**src/hw/rtl/bmpw_pkg.sv**
```systemverilog
// shared types and constants for the bmp24 to lcd window writer
// used by bmpw_res_queue and bmp24_to_lcd_window_writer; no dependencies
`default_nettype none

package bmpw_pkg;

  localparam int unsigned MaxImageWidth = 1280;
  localparam int unsigned MaxResults    = 9;
  localparam int unsigned CntW          = $clog2(MaxResults + 1);

  // result kinds
  localparam logic [1:0] KindCmd    = 2'd0;
  localparam logic [1:0] KindData   = 2'd1;
  localparam logic [1:0] KindStatus = 2'd2;

  // status codes
  localparam logic [15:0] StatAccepted = 16'd0;
  localparam logic [15:0] StatRejected = 16'd1;
  localparam logic [15:0] StatDone     = 16'd2;

  // panel commands
  localparam logic [15:0] CmdColWin  = 16'h0044;
  localparam logic [15:0] CmdRowWin  = 16'h0045;
  localparam logic [15:0] CmdAddr    = 16'h0021;
  localparam logic [15:0] CmdWriteGr = 16'h0022;

  // configuration register indexes
  localparam logic [1:0] RegScreenWidth  = 2'd0;
  localparam logic [1:0] RegScreenHeight = 2'd1;
  localparam logic [1:0] RegColumnOffset = 2'd2;
  localparam logic [1:0] RegRowOffset    = 2'd3;

  typedef struct packed {
    logic [7:0] file_byte;
    logic       start_of_file;
  } in_item_t;

  typedef struct packed {
    logic [1:0]  item_kind;
    logic [15:0] word_value;
    logic        last_of_run;
  } out_item_t;

  typedef struct packed {
    logic [1:0]  kind;
    logic [15:0] value;
  } res_t;

  typedef struct packed {
    logic            valid;
    logic [CntW-1:0] cnt;
  } load_t;

endpackage

`default_nettype wire

```
**src/hw/rtl/bmpw_res_queue.sv**
```systemverilog
// result buffer: holds the results of one byte and hands them out one beat at a time
// depends on bmpw_pkg
`default_nettype none

module bmpw_res_queue (
  input  wire logic                                       clk_i,
  input  wire logic                                       rst_ni,
  input  wire bmpw_pkg::load_t                            load_i,
  input  wire bmpw_pkg::res_t [bmpw_pkg::MaxResults-1:0]  res_i,
  output logic                                            free_o,
  output logic                                            out_valid_o,
  input  wire logic                                       out_stall_i,
  output bmpw_pkg::out_item_t                             out_data_o
);

  bmpw_pkg::res_t [bmpw_pkg::MaxResults-1:0] buf_q;
  logic [bmpw_pkg::CntW-1:0] cnt_q, rd_q, rd_inc, rd_idx;
  logic fire;

  assign rd_inc      = rd_q + 1'b1;
  assign out_valid_o = (rd_q != cnt_q);
  assign fire        = out_valid_o & ~out_stall_i;
  assign free_o      = (rd_q == cnt_q) | (fire & (rd_inc == cnt_q));
  assign rd_idx      = (rd_q < bmpw_pkg::CntW'(bmpw_pkg::MaxResults)) ? rd_q : '0;

  always_comb begin
    out_data_o.item_kind   = buf_q[rd_idx].kind;
    out_data_o.word_value  = buf_q[rd_idx].value;
    out_data_o.last_of_run = (rd_inc == cnt_q);
  end

  always_ff @(posedge clk_i or negedge rst_ni) begin
    if (!rst_ni) begin
      cnt_q <= '0;
      rd_q  <= '0;
    end else if (load_i.valid) begin
      cnt_q <= load_i.cnt;
      rd_q  <= '0;
    end else if (fire) begin
      rd_q <= rd_inc;
    end
  end

  always_ff @(posedge clk_i) begin
    if (load_i.valid) begin
      buf_q <= res_i;
    end
  end

  a_rd_le_cnt: assert property (@(posedge clk_i) disable iff (!rst_ni) rd_q <= cnt_q)
    else $error("read pointer passed count");
  a_cnt_max: assert property (@(posedge clk_i) disable iff (!rst_ni)
    cnt_q <= bmpw_pkg::CntW'(bmpw_pkg::MaxResults))
    else $error("count beyond buffer depth");
  a_load_free: assert property (@(posedge clk_i) disable iff (!rst_ni) load_i.valid |-> free_o)
    else $error("load over undelivered results");

endmodule

`default_nettype wire

```
**src/hw/rtl/bmp24_to_lcd_window_writer.sv**
```systemverilog
// bmp24 file to lcd window writer: an accepted byte passes the input register and then
// the result buffer before its first result beat; one byte per cycle when a byte gives
// at most one result and the output is not stalled; a byte that opens a shown row gives
// 7 beats and holds the input while the result buffer drains one beat per unstalled cycle
// reset (rst_ni low, async) returns to idle awaiting start_of_file and loads the
// default screen size 176 x 220 with zero offsets
`default_nettype none

module bmp24_to_lcd_window_writer (
  input  wire logic                 clk_i,
  input  wire logic                 rst_ni,
  input  wire logic                 cfg_we_i,
  input  wire logic [1:0]           cfg_idx_i,
  input  wire logic [7:0]           cfg_data_i,
  input  wire logic                 in_valid_i,
  output logic                      in_stall_o,
  input  wire bmpw_pkg::in_item_t   in_data_i,
  output logic                      out_valid_o,
  input  wire logic                 out_stall_i,
  output bmpw_pkg::out_item_t       out_data_o
);

  typedef enum logic [4:0] {
    PhIdle   = 5'b00001,
    PhHeader = 5'b00010,
    PhGap    = 5'b00100,
    PhSkip   = 5'b01000,
    PhRows   = 5'b10000
  } phase_e;

  // configuration registers
  logic [7:0] sw_q, sh_q, co_q, ro_q;

  // input register stage
  logic               iv_q;
  bmpw_pkg::in_item_t ib_q;

  // parse state
  phase_e      phase_q, phase_d, phase_c, ph;
  logic [31:0] pos_q, pos_d, pos_c;
  logic [31:0] po_q, po_d, po_c;
  logic [31:0] w_q, w_d, w_c;
  logic [31:0] h_q, h_d, h_c;
  logic [2:0]  flags_q, flags_d, flags_c;
  logic [7:0]  left_q, left_d, right_q, right_d, top_q, top_d, row_q, row_d;
  logic [31:0] skip_q, skip_d;
  logic [11:0] rbc_q, rbc_d, stride_q, stride_d;
  logic [1:0]  comp_q, comp_d;
  logic [10:0] px_q, px_d;
  logic [15:0] pp_q, pp_d;

  // result assembly
  bmpw_pkg::res_t [bmpw_pkg::MaxResults-1:0] res;
  logic [bmpw_pkg::CntW-1:0] n;
  bmpw_pkg::load_t load;
  logic        free, proc;
  logic [7:0]  b, sw, sh, col_l, col_r, r_addr, dw, dh;
  logic [1:0]  lane;
  logic [31:0] lane_val, start;
  logic        ok, sof;
  logic [8:0]  vis;
  logic [13:0] stride_raw;

  assign proc       = iv_q & free;
  assign in_stall_o = iv_q & ~proc;

  // input register: takes a new byte when empty or when the held byte moves into the result stage
  always_ff @(posedge clk_i or negedge rst_ni) begin
    if (!rst_ni) begin
      iv_q <= 1'b0;
    end else if (in_valid_i && !in_stall_o) begin
      iv_q <= 1'b1;
    end else if (proc) begin
      iv_q <= 1'b0;
    end
  end

  always_ff @(posedge clk_i) begin
    if (in_valid_i && !in_stall_o) begin
      ib_q <= in_data_i;
    end
  end

  // configuration writes
  always_ff @(posedge clk_i or negedge rst_ni) begin
    if (!rst_ni) begin
      sw_q <= 8'd176;
      sh_q <= 8'd220;
      co_q <= 8'd0;
      ro_q <= 8'd0;
    end else if (cfg_we_i) begin
      unique case (cfg_idx_i)
        bmpw_pkg::RegScreenWidth:  sw_q <= cfg_data_i;
        bmpw_pkg::RegScreenHeight: sh_q <= cfg_data_i;
        bmpw_pkg::RegColumnOffset: co_q <= cfg_data_i;
        bmpw_pkg::RegRowOffset:    ro_q <= cfg_data_i;
        default: ;
      endcase
    end
  end

  // live address terms for the window commands
  assign col_l  = co_q + left_q;
  assign col_r  = co_q + right_q;
  assign r_addr = ro_q + row_q;
  assign vis    = {1'b0, right_q} - {1'b0, left_q} + 9'd1;
  // zero-sized screen reads as one
  assign sw     = (sw_q == 8'd0) ? 8'd1 : sw_q;
  assign sh     = (sh_q == 8'd0) ? 8'd1 : sh_q;

  always_comb begin
    phase_d  = phase_q;
    pos_d    = pos_q;
    po_d     = po_q;
    w_d      = w_q;
    h_d      = h_q;
    flags_d  = flags_q;
    left_d   = left_q;
    right_d  = right_q;
    top_d    = top_q;
    row_d    = row_q;
    skip_d   = skip_q;
    rbc_d    = rbc_q;
    stride_d = stride_q;
    comp_d   = comp_q;
    px_d     = px_q;
    pp_d     = pp_q;
    res      = '0;
    n        = '0;
    b        = ib_q.file_byte;
    sof      = ib_q.start_of_file;
    // a start marker restarts the header parse on this very byte
    phase_c  = sof ? PhHeader : phase_q;
    pos_c    = sof ? 32'd0 : pos_q;
    po_c     = sof ? 32'd0 : po_q;
    w_c      = sof ? 32'd0 : w_q;
    h_c      = sof ? 32'd0 : h_q;
    flags_c  = sof ? 3'd0 : flags_q;
    lane     = 2'(pos_c[1:0] + 2'd2);
    lane_val = 32'(b) << {lane, 3'b000};
    ok       = 1'b0;
    dw       = sw - w_c[7:0];
    dh       = sh - h_c[7:0];
    stride_raw = {2'b0, w_c[11:0]} + {1'b0, w_c[11:0], 1'b0} + 14'd3;
    start    = (po_c < 32'd54) ? 32'd54 : po_c;
    ph       = phase_c;

    if (proc && phase_c != PhIdle) begin
      phase_d = phase_c;
      po_d    = po_c;
      w_d     = w_c;
      h_d     = h_c;
      flags_d = flags_c;
      // byte position saturates at all ones
      pos_d   = (pos_c == 32'hFFFF_FFFF) ? pos_c : pos_c + 32'd1;

      if (phase_c == PhHeader) begin
        // little-endian header fields, one byte lane per position
        if (pos_c >= 32'd10 && pos_c <= 32'd13) po_d = po_c | lane_val;
        if (pos_c >= 32'd18 && pos_c <= 32'd21) w_d  = w_c | lane_val;
        if (pos_c >= 32'd22 && pos_c <= 32'd25) h_d  = h_c | lane_val;
        if (pos_c == 32'd26 && b != 8'd1)  flags_d[0] = 1'b1;
        if (pos_c == 32'd27 && b != 8'd0)  flags_d[0] = 1'b1;
        if (pos_c == 32'd28 && b != 8'd24) flags_d[1] = 1'b1;
        if (pos_c == 32'd29 && b != 8'd0)  flags_d[1] = 1'b1;
        if (pos_c >= 32'd30 && pos_c <= 32'd33 && b != 8'd0) flags_d[2] = 1'b1;

        if (pos_c == 32'd33) begin
          ok = (flags_d == 3'd0) && (w_d != 32'd0) &&
               (w_d <= 32'(bmpw_pkg::MaxImageWidth)) && (h_d != 32'd0);
          res[n] = '{kind: bmpw_pkg::KindStatus,
                     value: ok ? bmpw_pkg::StatAccepted : bmpw_pkg::StatRejected};
          n = n + 1'b1;
          if (!ok) begin
            phase_d = PhIdle;
          end else begin
            // center or crop to the left columns
            if (w_d > {24'd0, sw}) begin
              left_d  = 8'd0;
              right_d = sw - 8'd1;
            end else begin
              left_d  = {1'b0, dw[7:1]};
              right_d = {1'b0, dw[7:1]} + w_d[7:0] - 8'd1;
            end
            // center or crop to the top rows, dropping bottom file rows
            if (h_d > {24'd0, sh}) begin
              top_d  = 8'd0;
              row_d  = sh - 8'd1;
              skip_d = h_d - {24'd0, sh};
            end else begin
              top_d  = {1'b0, dh[7:1]};
              row_d  = {1'b0, dh[7:1]} + h_d[7:0] - 8'd1;
              skip_d = 32'd0;
            end
            stride_d = stride_raw[11:0] & 12'hFFC;
            rbc_d    = 12'd0;
            comp_d   = 2'd0;
            px_d     = 11'd0;
            phase_d  = PhGap;
          end
        end
      end else begin
        if (phase_c == PhGap && pos_c >= start) begin
          ph = (skip_q != 32'd0) ? PhSkip : PhRows;
        end
        phase_d = ph;

        if (ph == PhSkip) begin
          if ({1'b0, rbc_q} + 13'd1 >= {1'b0, stride_q}) begin
            rbc_d  = 12'd0;
            skip_d = skip_q - 32'd1;
            if (skip_d == 32'd0) phase_d = PhRows;
          end else begin
            rbc_d = rbc_q + 12'd1;
          end
        end else if (ph == PhRows) begin
          if (rbc_q == 12'd0) begin
            res[0] = '{kind: bmpw_pkg::KindCmd,  value: bmpw_pkg::CmdColWin};
            res[1] = '{kind: bmpw_pkg::KindData, value: {col_r, col_l}};
            res[2] = '{kind: bmpw_pkg::KindCmd,  value: bmpw_pkg::CmdRowWin};
            res[3] = '{kind: bmpw_pkg::KindData, value: {r_addr, r_addr}};
            res[4] = '{kind: bmpw_pkg::KindCmd,  value: bmpw_pkg::CmdAddr};
            res[5] = '{kind: bmpw_pkg::KindData, value: {r_addr, col_l}};
            res[6] = '{kind: bmpw_pkg::KindCmd,  value: bmpw_pkg::CmdWriteGr};
            n = bmpw_pkg::CntW'(7);
          end
          // b, g, r order; pixel word goes out on the red byte
          if (px_q < {2'b0, vis}) begin
            unique case (comp_q)
              2'd0: pp_d = {11'd0, b[7:3]};
              2'd1: pp_d = pp_q | {5'd0, b[7:2], 5'd0};
              default: begin
                pp_d = pp_q | {b[7:3], 11'd0};
                res[n] = '{kind: bmpw_pkg::KindData, value: pp_d};
                n = n + 1'b1;
              end
            endcase
          end
          comp_d = (comp_q == 2'd2) ? 2'd0 : comp_q + 2'd1;
          px_d   = (comp_q == 2'd2) ? px_q + 11'd1 : px_q;
          if ({1'b0, rbc_q} + 13'd1 >= {1'b0, stride_q}) begin
            rbc_d  = 12'd0;
            comp_d = 2'd0;
            px_d   = 11'd0;
            if (row_q == top_q) begin
              res[n] = '{kind: bmpw_pkg::KindStatus, value: bmpw_pkg::StatDone};
              n = n + 1'b1;
              phase_d = PhIdle;
            end else begin
              row_d = row_q - 8'd1;
            end
          end else begin
            rbc_d = rbc_q + 12'd1;
          end
        end
      end
    end
  end

  always_ff @(posedge clk_i or negedge rst_ni) begin
    if (!rst_ni) begin
      phase_q <= PhIdle;
      pos_q   <= '0;
      po_q    <= '0;
      w_q     <= '0;
      h_q     <= '0;
      flags_q <= '0;
      left_q  <= '0;
      right_q <= '0;
      top_q   <= '0;
      row_q   <= '0;
      skip_q  <= '0;
      rbc_q   <= '0;
      stride_q <= '0;
      comp_q  <= '0;
      px_q    <= '0;
      pp_q    <= '0;
    end else begin
      phase_q <= phase_d;
      pos_q   <= pos_d;
      po_q    <= po_d;
      w_q     <= w_d;
      h_q     <= h_d;
      flags_q <= flags_d;
      left_q  <= left_d;
      right_q <= right_d;
      top_q   <= top_d;
      row_q   <= row_d;
      skip_q  <= skip_d;
      rbc_q   <= rbc_d;
      stride_q <= stride_d;
      comp_q  <= comp_d;
      px_q    <= px_d;
      pp_q    <= pp_d;
    end
  end

  assign load.valid = proc;
  assign load.cnt   = n;

  // result buffer drains one beat per cycle while the output is not stalled
  bmpw_res_queue u_queue (
    .clk_i       (clk_i),
    .rst_ni      (rst_ni),
    .load_i      (load),
    .res_i       (res),
    .free_o      (free),
    .out_valid_o (out_valid_o),
    .out_stall_i (out_stall_i),
    .out_data_o  (out_data_o)
  );

  a_stall_held: assert property (@(posedge clk_i) disable iff (!rst_ni)
    in_stall_o |-> iv_q)
    else $error("input stalled with empty input register");
  a_row_in_window: assert property (@(posedge clk_i) disable iff (!rst_ni)
    (phase_q == PhRows) |-> (row_q >= top_q))
    else $error("screen row above window top");
  a_rbc_in_stride: assert property (@(posedge clk_i) disable iff (!rst_ni)
    (phase_q == PhRows || phase_q == PhSkip) |-> (rbc_q < stride_q))
    else $error("row byte count beyond stride");

endmodule

`default_nettype wire
```
**config.mk**
```make
export PLATFORM = sky130hd
export DESIGN_NAME = bmp24_to_lcd_window_writer
export DESIGN_NICKNAME = d
export VERILOG_FILES = /design/src/hw/rtl/bmpw_pkg.sv /design/src/hw/rtl/bmpw_res_queue.sv /design/src/hw/rtl/bmp24_to_lcd_window_writer.sv
export SDC_FILE = /design/constraint.sdc
export NUM_CORES = 1
export LEC_CHECK = 0
export BUFFER_PORTS_ARGS = -buffer_cell sky130_fd_sc_hd__buf_2
export CAP_MARGIN = 20
export CORE_ASPECT_RATIO = 0.5
export CORE_MARGIN = 10
export CORE_UTILIZATION = 60
export DETAILED_ROUTE_END_ITERATION = 7
export PLACE_DENSITY = 0.8
export SETUP_SLACK_MARGIN = 0.02
export SYNTH_ARGS = -nofsm -noshare
export SYNTH_HDL_FRONTEND = slang
export SYNTH_SLANG_ARGS = --single-unit
```
**constraint.sdc**
```tcl
create_clock -name clk_i -period 5.7 [get_ports clk_i]
set_clock_uncertainty 0.15 [all_clocks]
set_input_delay 0.285 -clock clk_i [delete_from_list [all_inputs] [get_ports clk_i]]
set_output_delay 0.285 -clock clk_i [all_outputs]
set_load 0.02 [all_outputs]
```
==> flow_metrics.tcl <==
set metrics [dict create \
    syn_nets 3127 \
    crit_arrival_ps 5680 \
    crit_type "register to register" \
    viasPerCell 6.39 \
    path_clk_slew_ps 80 \
    hold_viol_final 0 \
    async_reset_ff_share_pct 74.9 \
    leakagePower_nw 12.3 \
    synth-edff-count 97 \
    first_pass_iters 6 \
    power.density_mw_per_mm2 296 \
    syn_area_mm2 0.0257 \
    synth_top_area_share_pct 27.4 \
    dpl_cell_area_mm2 0.0266 \
    antennaDiodeCount 0 \
    switching_share_pct 34.2 \
    seq_area_frac_synth_pct 39.6 \
    period_share_pct 94.3 \
    worstPathMaxFanout 55 \
    grtUsageTotal_pct 27.6 \
    cp_common_cell "buf_4" \
    wl_per_cell_um 21.0 \
    synth_cell_type_count 100 \
    crit_start "sof$_DFFE_PP_" \
    clock-sinks 387 \
    cts_root_buffer "clkbuf_16" \
    synth_largest_area_cell "dfrtp_1" \
    pwr-share-comb_pct 29.1 \
    cp-end-kind "register" \
    reg2reg_from "sof$_DFFE_PP_" \
    drive_gt1_share_pct 9.30 \
    p_total_mw 8.32 \
    core_area_mm2 0.0422 \
    max-clock-path-buffers 3 \
    htree_levels 2 \
    final_max_slew_viol_count 0 \
    period_minus_slack_ps 5380 \
    sequentialPowerShare_pct 37.6 \
    max_freq_ghz 0.186 \
    fin_nets 3150 \
    fillerInstances 3300 \
    finalSetupTns_ps 0 \
    maxCapViolCount 0 \
    ys_warn_count 0 \
    die_w_um 313 \
    worstMarginPinSlew_ps 1060 \
    die_height_um 166 \
    drt-total-wl_um 74300 \
    cp-start-kind "register" \
    path_cells "inv_2 -> buf_4 -> o41ai_1 -> o2111ai_1 -> nor3_1 -> nor2b_1 -> ha_1 -> nand2b_1 -> a2111oi_0 -> o22ai_1 -> o21ai_1 -> and2_1 -> o21ai_0 -> o32ai_2 -> buf_4 -> mux2_2" \
    gp_congestion 0.981 \
    p_clk_share_pct 33.3 \
    drtAntennaViolNets 0 \
    remaining_drc_errors 0 \
    slowest_stage "nor3_1" \
    reg2reg_depth 16 \
    stdcell_area_mm2 0.0282 \
    placed_cells 3451 \
    insertion_delay_ps 570 \
    setup_viol 0 \
    rsz0062_at_grt "no" \
    cts_tree "done" \
    postSynthAreaPerCell_um2 8.82 \
    ys.flop_type "dfrtp_1" \
    antenna_found_initial 0 \
    start_util_pct 60.9 \
    required_ps 6000 \
    utilization_pct 66.8 \
    relSlewSlack_pct 29.1 \
    status "finished, final reports clean" \
    reg2reg_setup_slack_ps 320 \
    syn2layout_area_growth_pct 9.62 \
    first_iter_violations 2867 \
    overflow 0 \
    irDropWorstVdd_mv 0.165 \
    die-area_mm2 0.0520 \
    grt_pass1_vias 21600 \
    power_switching_mw 2.85 \
    internal-power_mw 5.48 \
    rows 53 \
    io_pins 45 \
    grt_max_degree 107 \
    worstSetupEndpoint "rbc_q[2]$_DFFE_PN0P_" \
    synthTopCellsByArea "dfrtp_1 (27%), edfxtp_1 (11%), ha_1 (8.8%)" \
    io_buffer_count 44 \
    rr_endpoint "rbc_q[2]$_DFFE_PN0P_" \
    syn_inst 2914 \
    min_path_type "input port to register" \
    instances_no_fill 3544 \
    hold_depth 5 \
    grt_pass1_wl_um 118000 \
    cts_buffers 38 \
    hpwlAfterDp_um 54000 \
    ys_seq_elements 387 \
    crit_path_max_incr_delay_ps 600 \
    vias 22700 \
]
[area by class of cell]
class	count	area (µm²)	share of cell area (%)
clock buffers	51	1090	3.89
clock inverters	19	254	0.902
inverters	170	641	2.27
multi-input cells	2211	14300	50.8
flip-flops and latches	387	10200	36.1
well taps	577	722	2.56
repair buffers	129	962	3.42
[power groups by stage]
stage	combinational, mW	clock [mW]	sequential [mW]
2_1_floorplan	1.73	0	3.11
3_3_place_gp	2.27	0	3.17
3_5_place_dp	2.33	0	3.17
4_1_cts	2.36	2.78	3.12
5_1_grt	2.66	2.91	3.14
6_report	2.42	2.77	3.13
[layer usage]
layer	share of wire, %	wire length, µm	GRT usage (%)	vias to the layer above
met5	0	0	0.945	-
met1	42	31200	38.5	10900
met2	45	33200	42.6	1137
met4	3.4	2540	9.16	0
li1	-	-	-	10400
met3	9.9	7370	5.18	212
[synthesized netlist by cell type, types with 61 or more instances]
cell type and instances:
clkbuf_1 115, xor2_1 61, nor3_1 80, edfxtp_1 97, xnor2_1 99, ha_1 180, o21ai_0 266, a21oi_1 155
nand2_1 372, nor2_1 259, nand3_1 65, inv_1 163, dfrtp_1 281
[sequential cells by signal, indices dropped and copies added, names as in the netlist, 5 cells and up]
register       flops
u_queue.buf_q     88
h_q               32
po_q              32
pos_q             32
skip_q            32
w_q               32
pp_q              16
rbc_q             12
px_q              11
stride_q          10
b                  8
co_q               8
right_q            8
ro_q               8
row_q              8
sh_q               8
sw_q               8
left_q             7
top_q              7
phase_q            5
[placed cells by master, fill, tap and decap left out, types with 12 or more instances in the layout]
cell type        n
and3_1          31
nand4_1         31
o2111ai_1       14
nand2_1        370
mux2i_1         22
o31ai_1         23
a21oi_1        154
nand3_1         65
o21ai_0        266
or3_1           19
o21a_1          13
o21bai_1        27
ha_1           180
dlygate4sd3_1   20
buf_4           61
xor2_1          61
a21o_1          25
nor2_1         259
nor3_1          80
edfxtp_1        97
nor4_1          38
inv_1          163
o21ai_1         14
xnor2_1         99
mux2_2          36
a31oi_1         37
dfrtp_1        281
nand2b_1        24
and2_1          26
buf_2           43
o2bb2ai_1       14
o41ai_1         12
clkbuf_16       39
nor2b_1         47
[worst min-delay path by stage]
stage / from / to / slack, ps
final: cfg_idx_i[1] / sw_q[4]$_DFFE_PN1P_ / 70
after global routing: cfg_idx_i[0] / sw_q[7]$_DFFE_PN1P_ / 80
after CTS: cfg_idx_i[0] / sw_q[4]$_DFFE_PN1P_ / 40
after detailed placement: rst_ni / pos_q[26]$_DFFE_PN0P_ / 180
after global placement: rst_ni / pos_q[21]$_DFFE_PN0P_ / 180
after floorplan: rst_ni / co_q[0]$_DFFE_PN0P_ / -160
[worst max-delay path, delay by kind of cell (launching register included)]
kind	cells	cell delay, ps
flip-flops	1	460
AO/OA/AOI/OAI	7	2200
AND/OR/NAND/NOR	4	1130
adder cells (fa/ha/maj)	1	280
buffers and inverters	3	660
multiplexers	1	370
[through the flow]
step / hold slack, ps / worst slack, ps
2_1_floorplan: -161 / 390
3_5_place_dp: 176 / 259
5_1_grt: 80.9 / 43.6
6_report: 71.3 / 323
4_1_cts: 36.8 / 214
3_3_place_gp: 181 / 416
[repair_timing]
item,in CTS,in global routing
endpoints found under the hold margin,126,0
buffers inserted,0,2
gates resized for setup,0,7
hold buffers,20,0
endpoints found under the setup margin,0,80
[cell families after synthesis]
group / synth area share [%]
AO/OA/AOI/OAI: 17.6
AND/OR/NAND/NOR: 20.1
buffers and inverters: 4.89
flip-flops: 39.6
multiplexers: 2.78
XOR/XNOR: 5.54
adder cells (fa/ha/maj): 9.46
Note: power is estimated with default switching activity, not from simulation.
